`src/rtl/a85_pkg.sv`:
```
`default_nettype none
package a85_pkg;

  // Default depth of the queue between the front and the back.
  localparam int QDEPTH_DEF = 4;

  // Front phases.
  localparam logic [2:0] PH_LT    = 3'd0;
  localparam logic [2:0] PH_TILDE = 3'd1;
  localparam logic [2:0] PH_BODY  = 3'd2;
  localparam logic [2:0] PH_GT    = 3'd3;
  localparam logic [2:0] PH_DONE  = 3'd4;
  localparam logic [2:0] PH_ERR   = 3'd5;

  // Result status codes.
  localparam logic [2:0] ST_DATA  = 3'd0;
  localparam logic [2:0] ST_DONE  = 3'd1;
  localparam logic [2:0] ST_START = 3'd2;
  localparam logic [2:0] ST_END   = 3'd3;
  localparam logic [2:0] ST_CHAR  = 3'd4;
  localparam logic [2:0] ST_OVF   = 3'd5;

  // Characters with a meaning of their own.
  localparam logic [7:0] CH_LT     = 8'h3C;
  localparam logic [7:0] CH_TILDE  = 8'h7E;
  localparam logic [7:0] CH_GT     = 8'h3E;
  localparam logic [7:0] CH_DIG_LO = 8'd33;
  localparam logic [7:0] CH_DIG_HI = 8'd117;

  // Powers of 85 used to pad a short tail group.
  localparam logic [19:0] P85_1 = 20'd85;
  localparam logic [19:0] P85_2 = 20'd7225;
  localparam logic [19:0] P85_3 = 20'd614125;

  // One unit of work for the back: data bytes, then an optional status.
  typedef struct packed {
    logic [31:0] value;
    logic [2:0]  nbytes;
    logic        has_status;
    logic [2:0]  status;
  } job_t;

endpackage
`default_nettype wire

```
`src/rtl/a85_front.sv`:
```
`default_nettype none
module a85_front
  import a85_pkg::*;
(
  input  wire logic       clk,
  input  wire logic       rst_n,
  input  wire logic       in_valid,
  input  wire logic [7:0] in_char,
  input  wire logic       in_eos,
  input  wire logic       q_full,
  output logic            push,
  output job_t            job
);

  logic [2:0]  phase_r, phase_nxt;
  logic [31:0] acc_r, acc_nxt;
  logic [2:0]  cnt_r, cnt_nxt;
  logic        ovf_r, ovf_nxt;

  logic        accept;
  logic        is_space;
  logic        is_digit;
  logic [7:0]  digit8;
  logic [38:0] grp_v;
  logic        grp_hi;
  logic [19:0] tail_mul;
  logic [52:0] tail_v;
  logic        tail_hi;

  assign accept = in_valid && !q_full;

  // Character classes.
  assign is_space = (in_char == 8'h20) || (in_char == 8'h09) || (in_char == 8'h0A) ||
                    (in_char == 8'h0D) || (in_char == 8'h0B) || (in_char == 8'h0C);
  assign is_digit = (in_char >= CH_DIG_LO) && (in_char <= CH_DIG_HI);
  assign digit8   = in_char - CH_DIG_LO;

  // Next group value: one constant multiply by 85 and an add.
  assign grp_v  = {7'd0, acc_r} * 39'd85 + {32'd0, digit8[6:0]};
  assign grp_hi = (grp_v[38:32] != 7'd0);

  // A tail group of n digits padded with 84s equals (acc + 1) * 85^(5-n) - 1.
  always_comb begin
    unique case (cnt_r)
      3'd2:    tail_mul = P85_3;
      3'd3:    tail_mul = P85_2;
      3'd4:    tail_mul = P85_1;
      default: tail_mul = 20'd1;
    endcase
  end
  assign tail_v  = {21'd0, acc_r} * {33'd0, tail_mul} + {33'd0, tail_mul} - 53'd1;
  assign tail_hi = (tail_v[52:32] != 21'd0);

  // Phase walk and work for the back.
  always_comb begin
    phase_nxt       = phase_r;
    acc_nxt         = acc_r;
    cnt_nxt         = cnt_r;
    ovf_nxt         = ovf_r;
    push            = 1'b0;
    job.value       = 32'd0;
    job.nbytes      = 3'd0;
    job.has_status  = 1'b1;
    job.status      = ST_DATA;
    if (accept) begin
      if (in_eos) begin
        phase_nxt = PH_LT;
        acc_nxt   = 32'd0;
        cnt_nxt   = 3'd0;
        ovf_nxt   = 1'b0;
        if (phase_r == PH_LT || phase_r == PH_TILDE) begin
          push       = 1'b1;
          job.status = ST_START;
        end else if (phase_r == PH_BODY || phase_r == PH_GT) begin
          push       = 1'b1;
          job.status = ST_END;
        end
      end else begin
        unique case (phase_r)
          PH_LT: begin
            if (in_char == CH_LT) begin
              phase_nxt = PH_TILDE;
            end else begin
              phase_nxt  = PH_ERR;
              push       = 1'b1;
              job.status = ST_START;
            end
          end
          PH_TILDE: begin
            acc_nxt = 32'd0;
            cnt_nxt = 3'd0;
            ovf_nxt = 1'b0;
            if (in_char == CH_TILDE) begin
              phase_nxt = PH_BODY;
            end else begin
              phase_nxt  = PH_ERR;
              push       = 1'b1;
              job.status = ST_START;
            end
          end
          PH_BODY: begin
            if (is_space) begin
              phase_nxt = PH_BODY;
            end else if (in_char == CH_TILDE) begin
              phase_nxt = PH_GT;
            end else if (!is_digit) begin
              phase_nxt  = PH_ERR;
              acc_nxt    = 32'd0;
              cnt_nxt    = 3'd0;
              ovf_nxt    = 1'b0;
              push       = 1'b1;
              job.status = ST_CHAR;
            end else if (cnt_r < 3'd4) begin
              acc_nxt = grp_v[31:0];
              cnt_nxt = cnt_r + 3'd1;
              ovf_nxt = ovf_r || grp_hi;
            end else begin
              acc_nxt = 32'd0;
              cnt_nxt = 3'd0;
              ovf_nxt = 1'b0;
              push    = 1'b1;
              if (ovf_r || grp_hi) begin
                phase_nxt  = PH_ERR;
                job.status = ST_OVF;
              end else begin
                job.value      = grp_v[31:0];
                job.nbytes     = 3'd4;
                job.has_status = 1'b0;
              end
            end
          end
          PH_GT: begin
            acc_nxt = 32'd0;
            cnt_nxt = 3'd0;
            ovf_nxt = 1'b0;
            push    = 1'b1;
            if (in_char != CH_GT) begin
              phase_nxt  = PH_ERR;
              job.status = ST_END;
            end else if (cnt_r >= 3'd2 && tail_hi) begin
              phase_nxt  = PH_ERR;
              job.status = ST_OVF;
            end else begin
              phase_nxt  = PH_DONE;
              job.status = ST_DONE;
              if (cnt_r >= 3'd2) begin
                job.value  = tail_v[31:0];
                job.nbytes = cnt_r - 3'd1;
              end
            end
          end
          default: begin
            phase_nxt = phase_r;
          end
        endcase
      end
    end
  end

  // State registers.
  always_ff @(posedge clk) begin
    if (!rst_n) begin
      phase_r <= PH_LT;
      acc_r   <= 32'd0;
      cnt_r   <= 3'd0;
      ovf_r   <= 1'b0;
    end else begin
      phase_r <= phase_nxt;
      acc_r   <= acc_nxt;
      cnt_r   <= cnt_nxt;
      ovf_r   <= ovf_nxt;
    end
  end

endmodule
`default_nettype wire

```
`src/rtl/a85_queue.sv`:
```
`default_nettype none
module a85_queue
  import a85_pkg::*;
#(
  parameter int DEPTH = QDEPTH_DEF
) (
  input  wire logic clk,
  input  wire logic rst_n,
  input  wire logic push,
  input  wire job_t push_job,
  input  wire logic pop,
  output job_t      head,
  output logic      empty,
  output logic      full
);

  localparam int PW = (DEPTH > 1) ? $clog2(DEPTH) : 1;
  localparam int CW = $clog2(DEPTH + 1);

  job_t          mem_r [DEPTH];
  logic [PW-1:0] wr_ptr_r, rd_ptr_r;
  logic [CW-1:0] count_r;

  assign empty = (count_r == CW'(0));
  assign full  = (count_r == CW'(DEPTH));
  assign head  = mem_r[rd_ptr_r];

  // Storage; entries need no reset.
  always_ff @(posedge clk) begin
    if (push) begin
      mem_r[wr_ptr_r] <= push_job;
    end
  end

  // Pointers and fill count.
  always_ff @(posedge clk) begin
    if (!rst_n) begin
      wr_ptr_r <= '0;
      rd_ptr_r <= '0;
      count_r  <= '0;
    end else begin
      if (push) begin
        wr_ptr_r <= (wr_ptr_r == PW'(DEPTH - 1)) ? '0 : wr_ptr_r + PW'(1);
      end
      if (pop) begin
        rd_ptr_r <= (rd_ptr_r == PW'(DEPTH - 1)) ? '0 : rd_ptr_r + PW'(1);
      end
      if (push && !pop) begin
        count_r <= count_r + CW'(1);
      end else if (pop && !push) begin
        count_r <= count_r - CW'(1);
      end
    end
  end

endmodule
`default_nettype wire

```
`src/rtl/a85_back.sv`:
```
`default_nettype none
module a85_back
  import a85_pkg::*;
(
  input  wire logic       clk,
  input  wire logic       rst_n,
  input  wire job_t       head,
  input  wire logic       empty,
  output logic            pop,
  output logic            out_valid,
  input  wire logic       out_stall,
  output logic [7:0]      out_byte,
  output logic [2:0]      out_status,
  output logic            out_last
);

  logic       out_valid_r;
  logic [7:0] out_byte_r;
  logic [2:0] out_status_r;
  logic       out_last_r;
  logic [1:0] pos_r;

  logic [2:0] total;
  logic       at_last;
  logic       at_status;
  logic       load;
  logic [7:0] sel_byte;

  // Where the current word sits within the head job.
  assign total     = head.nbytes + {2'd0, head.has_status};
  assign at_last   = ({1'b0, pos_r} + 3'd1 == total);
  assign at_status = head.has_status && ({1'b0, pos_r} == head.nbytes);
  assign load      = !empty && (!out_valid_r || !out_stall);
  assign pop       = load && at_last;

  // Big-endian byte pick.
  always_comb begin
    unique case (pos_r)
      2'd0: sel_byte = head.value[31:24];
      2'd1: sel_byte = head.value[23:16];
      2'd2: sel_byte = head.value[15:8];
      2'd3: sel_byte = head.value[7:0];
    endcase
  end

  // Output register and word position.
  always_ff @(posedge clk) begin
    if (!rst_n) begin
      out_valid_r <= 1'b0;
      pos_r       <= 2'd0;
    end else begin
      if (load) begin
        out_valid_r <= 1'b1;
        pos_r       <= at_last ? 2'd0 : pos_r + 2'd1;
      end else if (!out_stall) begin
        out_valid_r <= 1'b0;
      end
    end
  end

  always_ff @(posedge clk) begin
    if (load) begin
      out_byte_r   <= at_status ? 8'd0 : sel_byte;
      out_status_r <= at_status ? head.status : ST_DATA;
      out_last_r   <= at_last;
    end
  end

  assign out_valid  = out_valid_r;
  assign out_byte   = out_byte_r;
  assign out_status = out_status_r;
  assign out_last   = out_last_r;

endmodule
`default_nettype wire

```
`src/rtl/ascii85_stream_decoder.sv`:
```
`default_nettype none
// Channel   Direction  Handshake            Word
// in_       input      in_valid/in_stall    in_char, in_end_of_stream
// out_      output     out_valid/out_stall  out_byte, out_status, out_last
//
// One character is accepted per cycle while in_stall is low; a full group of
// five yields four bytes. The back sends one result word per cycle while
// out_stall is low, so a closing mark that flushes up to four words drains
// through the QDEPTH-entry queue and then the output register. in_stall is
// high while the queue is full. Reset is synchronous.
module ascii85_stream_decoder
  import a85_pkg::*;
#(
  parameter int QDEPTH = QDEPTH_DEF
) (
  input  wire logic       clk,
  input  wire logic       rst_n,
  input  wire logic       in_valid,
  output logic            in_stall,
  input  wire logic [7:0] in_char,
  input  wire logic       in_end_of_stream,
  output logic            out_valid,
  input  wire logic       out_stall,
  output logic [7:0]      out_byte,
  output logic [2:0]      out_status,
  output logic            out_last
);

  job_t q_in_job;
  job_t q_head;
  logic q_push;
  logic q_pop;
  logic q_empty;
  logic q_full;

  assign in_stall = q_full;

  // Front: checks framing and gathers groups.
  a85_front u_front (
    .clk      (clk),
    .rst_n    (rst_n),
    .in_valid (in_valid),
    .in_char  (in_char),
    .in_eos   (in_end_of_stream),
    .q_full   (q_full),
    .push     (q_push),
    .job      (q_in_job)
  );

  // Queue between front and back.
  a85_queue #(
    .DEPTH (QDEPTH)
  ) u_queue (
    .clk      (clk),
    .rst_n    (rst_n),
    .push     (q_push),
    .push_job (q_in_job),
    .pop      (q_pop),
    .head     (q_head),
    .empty    (q_empty),
    .full     (q_full)
  );

  // Back: sends result words one at a time.
  a85_back u_back (
    .clk        (clk),
    .rst_n      (rst_n),
    .head       (q_head),
    .empty      (q_empty),
    .pop        (q_pop),
    .out_valid  (out_valid),
    .out_stall  (out_stall),
    .out_byte   (out_byte),
    .out_status (out_status),
    .out_last   (out_last)
  );

endmodule
`default_nettype wire

```
`config.mk`:
```
export PLATFORM = sky130hd
export DESIGN_NAME = ascii85_stream_decoder
export DESIGN_NICKNAME = d
export VERILOG_FILES = /design/src/rtl/a85_pkg.sv /design/src/rtl/a85_front.sv /design/src/rtl/a85_queue.sv /design/src/rtl/a85_back.sv /design/src/rtl/ascii85_stream_decoder.sv
export SDC_FILE = /design/constraint.sdc
export NUM_CORES = 2
export LEC_CHECK = 0
export BUFFER_PORTS_ARGS = -buffer_cell sky130_fd_sc_hd__buf_2
export CELL_PAD_IN_SITES_DETAIL_PLACEMENT = 2
export CELL_PAD_IN_SITES_GLOBAL_PLACEMENT = 2
export CORE_MARGIN = 2
export CORE_UTILIZATION = 45
export CTS_BUF_LIST = sky130_fd_sc_hd__clkbuf_8
export DETAILED_ROUTE_END_ITERATION = 10
export MAX_ROUTING_LAYER = met4
export PLACE_DENSITY_LB_ADDON = 0.1
export SYNTH_ARGS = -nofsm -noshare
export SYNTH_HDL_FRONTEND = slang
export SYNTH_SLANG_ARGS = --single-unit
```
`constraint.sdc`:
```
create_clock -name clk -period 9.28 [get_ports clk]
set_input_delay 1.392 -clock clk [delete_from_list [all_inputs] [get_ports clk]]
set_output_delay 1.392 -clock clk [all_outputs]
set_load 0.01 [all_outputs]
```
# --- Word level (Yosys, flattened, before mapping) ---
# Memories as Yosys holds them, arrays and structs flattened. A register that Yosys moved wholly into a read port is not among the register bits.
# Cells that the tools add are included.
op_classes:
  add_sub_neg: 13
  mul: 2
  n_div: 0
  n_lt_le_gt_ge: 4
  eq_ne: 28
  shift: 0
  mux: 75
  bitwise: 0
  n_reduce_logical: 34
op_table:
  columns: ["cell", "n"]
  rows:
  - ["32-bit two-way mux", 5]
  - ["39-bit two-way mux", 4]
  - ["36-bit two-way mux", 3]
  - ["35-bit two-way mux", 3]
  - ["35-bit case mux with 2 select lines", 1]
  - ["3-bit two-way mux", 22]
  - ["32-bit case mux with 2 select lines", 1]
  - ["20-bit case mux with 3 select lines", 1]
  - ["52-bit by 20-bit adder with 53-bit output", 1]
  - ["53-bit by 1-bit subtractor with 53-bit output (second input constant)", 1]
  - ["32-bit by 20-bit multiplier with 52-bit output", 1]
  - ["8-bit by 4-bit == test with 1-bit output (second input constant)", 5]
  - ["39-bit by 7-bit adder with 39-bit output", 1]
  - ["32-bit by 7-bit multiplier with 39-bit output (second input constant)", 1]
  - ["8-bit case mux with 4 select lines", 1]
  - ["3-bit case mux with 4 select lines", 2]
  - ["1-bit two-way mux", 21]
  - ["21-bit nonzero test", 1]
  - ["8-bit by 6-bit == test with 1-bit output (second input constant)", 2]
  - ["2-bit two-way mux", 8]
  - ["3-bit by 2-bit == test with 1-bit output (second input constant)", 4]
  - ["6-bit by 5-bit inequality test with 1-bit output (second input constant)", 2]
  - ["1-bit logical OR", 9]
  - ["2-bit == test (second input constant)", 4]
  - ["other kinds (32)", 52]
totals:
  ff_bits: 61
  latchBits: 0
  ram_bits: 156
  mem_bits_ro: 0
  inputBits: 13
  out_inout_bits: 14
  word_cells: 169
  mem_count: 1
mem_list:
  columns: ["memory", "words", "width", "rd", "rd_clocked_by_memory_dff", "write_ports", "line_no", "rtl"]
  rows:
  - ["u_queue.mem_r", 4, 39, 1, 1, 1, "a85_queue.sv:20", "job_t mem_r [DEPTH];"]

# --- Longest topological paths before layout ---
logic_depth:
  ltp_word: 14
  depth_mapped: 35

# --- Cells and area by module ---
# A second synthesis with hierarchy kept.
unflattened:
  cells_unflattened: 3058
  hier_area_um2: 30636.9
modules_own_cells:
  columns: ["module", "n_inst", "cells_each", "area_each_um2", "seq_area_each_um2"]
  rows:
  - ["a85_front", 1, 2729, 23647.7, 780.7]
  - ["a85_queue", 1, 247, 6075.8, 4864.7]
  - ["a85_back", 1, 82, 913.4, 420.4]

# --- Worst setup path before layout ---
# No wires, ideal clock.
synth_path:
  path_kind: "reg2reg"
  from: "register u_front.cnt_r[0]"
  to: "memory u_queue.mem_r[0][10] (netlist name), data pin"
  setup_time_ps: 185
  arrival_ps: 8027
  t_required_ps: 9095
  setup_slack_ps: 1068
  stages_incl_launch_ff: 35
  period_less_slack_ps: 8212
  path_cell_list: "dfxtp_1 inv_1 ha_1 nor2_1 nor2_1 clkbuf_1 nand2_1 inv_1 fa_1 fa_1 inv_1 fa_1 inv_1 fa_1 inv_1 fa_1 inv_1 fa_1 inv_1 fa_1 inv_1 ha_1 buf_2 a21oi_1 o221ai_1 a21oi_1 o211ai_1 a21oi_1 nor2_1 a2111oi_2 nand4_1 nor3_2 nand4_2 buf_6 o22ai_1"
synth_rtl:
  columns: ["element", "line_no", "rtl"]
  rows:
  - ["start, declared", "a85_front.sv:17", "logic [2:0] cnt_r, cnt_nxt;"]
  - ["start signal, assigned", "a85_front.sv:170", "cnt_r <= cnt_nxt;"]
  - ["end, declared", "a85_queue.sv:20", null]

==> qor.yml <==
status: "completed"
dieWidth_um: 264
first_global_vias: 27400
cts.clk_slew.worst_paths_ns: 0.07
holdBufCountCts: 0
p_total_w: 0.00281
final_std_cell_area_no_fill_um2: 33200
placedCellCount: 3956
max_slew.worst_pin.slew_ns: 1.19
synth_warnings: 0
maxClockFrequency_ghz: 0.110
filler_cell_count: 7004
synth.yosys.seq_area_share: 0.199
power_density_nw_per_um2: 84.6
ys_types: 75
post-place-ws_ns: -0.410
final_max_slew_viol_count: 0
layout_min_cycle_time_ns: 9.05
routed_wirelength_um: 117000
timing.max_cap.violations: 0
p_leak_nw: 16.3
finalHoldViolCount: 0
timing.final.setup_violations: 0
syn-num-nets: 3903
critical_path.top_delay_family: "adder cells"
clock-skew-final_ns: 0.0497
dominant_combinational_cell_family_by_area_after_synthesis: "adder cells"
drtIter0Drc: 1236
num_antenna_cells: 0
routed_wire_length_per_instance_um: 29.1
placement.io_buffers: 26
post_synth_instance_area_um2: 30500
place_area_um2: 32200
timing.setup.critical_path_class: "register to register"
setup_ws_ns: 0.227
ctsRootBufferMaster: "clkbuf_8"
hpwl_um: 100000
floorplan.die_area_um2: 69800
first_pass_grt_wire_length_um: 177000
synth_simple_gate_area_frac: 0.0960
post_synth_fa_ha_maj_area_fraction: 0.454
final-instance-count-excl-fill: 4030
share_of_synthesized_registers_carrying_an_async_set_or_reset: 0
vias_per_cell: 5.81
inserted_clock_buffers: 37
drive_gt1_frac: 0.103
synth.area.mux_share: 0.0325
layout.cells.most_common_list: "inv_1, ha_1, fa_1, nand2_1, edfxtp_1"
syn_to_final_growth_pct: 8.91
post_synth_inst_count: 3035
longest_individual_stage_delay_on_the_worst_path_ns: 0.63
num_vias: 23400
yosys_most_used_dff: "edfxtp_1"
maxSlewHeadroom: 0.210
floorplan.initialDensity: 0.454
avgSynthCellArea_um2: 10.0
synth-compound-area-share: 0.0978
grt_antenna_before_repair: 0
path_buf_inv: 8
path_common_cell: "fa_1"
critical_path.slowest_cell: "fa_1"
clkSinkCount: 219
place_congestion: 0.967
row_count: 95
drt-pass1-iter-count: 5
hold-worst-slack_ns: 0.493
timing.critical_path.from_type: "register"
max-vdd-ir-drop_uv: 188
drt.antenna.violating_nets: 0
core_um2: 67200
grt_start_max_net_pins: 52
global_route.usage.total: 0.352
clk_path_buf_depth: 3
final_common_cell: "inv_1"
final_min_period_over_clock_period: 0.976
cts_tree: "built"
cp_data_required_time_ns: 9.66
hold_path_class: "register to register"
num_io_pins: 27
biggest_fanout_along_the_worst_timing_path: 32
edff_count_synth: 168
cts_htree_levels: 2
cp_data_arrival_time_ns: 9.43
register_bit_total_from_synthesis: 219
dieHeight_um: 264
globalRoute.totalOverflow: 0
number_of_remaining_drc_errors: 0
nNetsFinal: 3997
synth-xor-area-share: 0.0262
clock_latency_reported_for_the_late_side_of_the_worst_skew_pair_ns: 0.57
endpoint_kind: "register"
[where the power goes]
part	switching, W	internal [W]	total [W]
registers	0.0000537	0.00119	0.00124
logic	0.000430	0.000267	0.000697
clock network	0.000427	0.000445	0.000873
[per-layer routing]
metal  part of all wire  GRT usage
met1               0.40      0.411
met4              0.052      0.147
met2               0.52      0.628
met3              0.028     0.0259
met5                  0          -
[synthesized netlist by cell type, types with 21 or more instances]
library cell	number	area, um^2
inv_1	662	2480
ha_1	437	5470
fa_1	418	8370
nand2_1	194	728
edfxtp_1	168	5040
nor2_1	144	541
a21oi_1	132	661
o21ai_0	85	425
clkbuf_1	58	218
xnor2_1	56	490
dfxtp_1	51	1020
nor2b_1	51	319
nor3_1	43	215
mux4_2	39	878
a22oi_1	37	278
and2_1	36	225
nand3_1	35	175
xor2_1	35	307
nand4_1	30	188
buf_2	23	115
and3_1	21	131
o21ai_2	21	184
[cells by family (layout without fill, tap and decap cells)]
logic type | Yosys count | in the layout
multiplexers | 50 | 50
buffers and inverters | 753 | 875
AO/OA/AOI/OAI | 456 | 456
AND/OR/NAND/NOR | 611 | 611
adder cells (fa/ha/maj) | 855 | 855
XOR/XNOR | 91 | 91
flip-flops | 219 | 219
[sequential cells by signal (all words and copies together), names as in the netlist, named ones only]
| register | cells |
|---|---|
| u_back.out_status | 3 |
| u_queue.count_r | 3 |
| u_queue.wr_ptr_r | 2 |
| u_queue.rd_ptr_r | 2 |
| u_front.acc_r | 32 |
| u_back.pos_r | 2 |
| u_front.cnt_r | 3 |
| u_front.ovf_r | 1 |
| u_back.out_last | 1 |
| u_front.phase_r | 3 |
| u_queue.mem_r | 156 |
| u_back.out_valid | 1 |
| u_back.out_byte | 8 |
[layout make-up]
class / count / area [um^2] / area share
inverters: 664 / 2490 / 0.0752
clock buffers: 42 / 578 / 0.0174
multi-input cells: 2063 / 21800 / 0.656
flip-flops and latches: 219 / 6070 / 0.183
well taps: 873 / 1090 / 0.0329
repair buffers: 144 / 1050 / 0.0317
clock inverters: 25 / 136 / 0.00411
[worst paths after layout]
kind                                 start                             end  slack (ns)  cells past startpoint
max          u_front.cnt_r[0]$_SDFFE_PN0P_  u_queue.mem_r[2][23]$_DFFE_PP_        0.23                     30
min          u_back.out_valid$_SDFFE_PN0P_   u_back.out_valid$_SDFFE_PN0P_        0.49                      2
max reg2reg  u_front.cnt_r[0]$_SDFFE_PN0P_  u_queue.mem_r[2][23]$_DFFE_PP_        0.23                     30
min reg2reg  u_back.out_valid$_SDFFE_PN0P_   u_back.out_valid$_SDFFE_PN0P_        0.49                      2
[tightest hold or removal path, delay by kind of cell (launching register included)]
family / cells / cell delay, ns
flip-flops: 1 / 0.32
AO/OA/AOI/OAI: 1 / 0.06
AND/OR/NAND/NOR: 1 / 0.05
[timing repair]
action                                  4_1_cts  5_1_grt
endpoints found under the setup margin      145      145
pin swaps                                     3        4
setup buffers                                 3        4
gates resized for setup                      20       46
[through the flow]
step                TNS, ns  utilization
floorplan                 0            -
global placement          0        0.479
detailed placement   -39.96        0.479
CTS                       0        0.491
global route         -0.530        0.494
finish                    0        0.494
(Power assumes the default switching activity.)
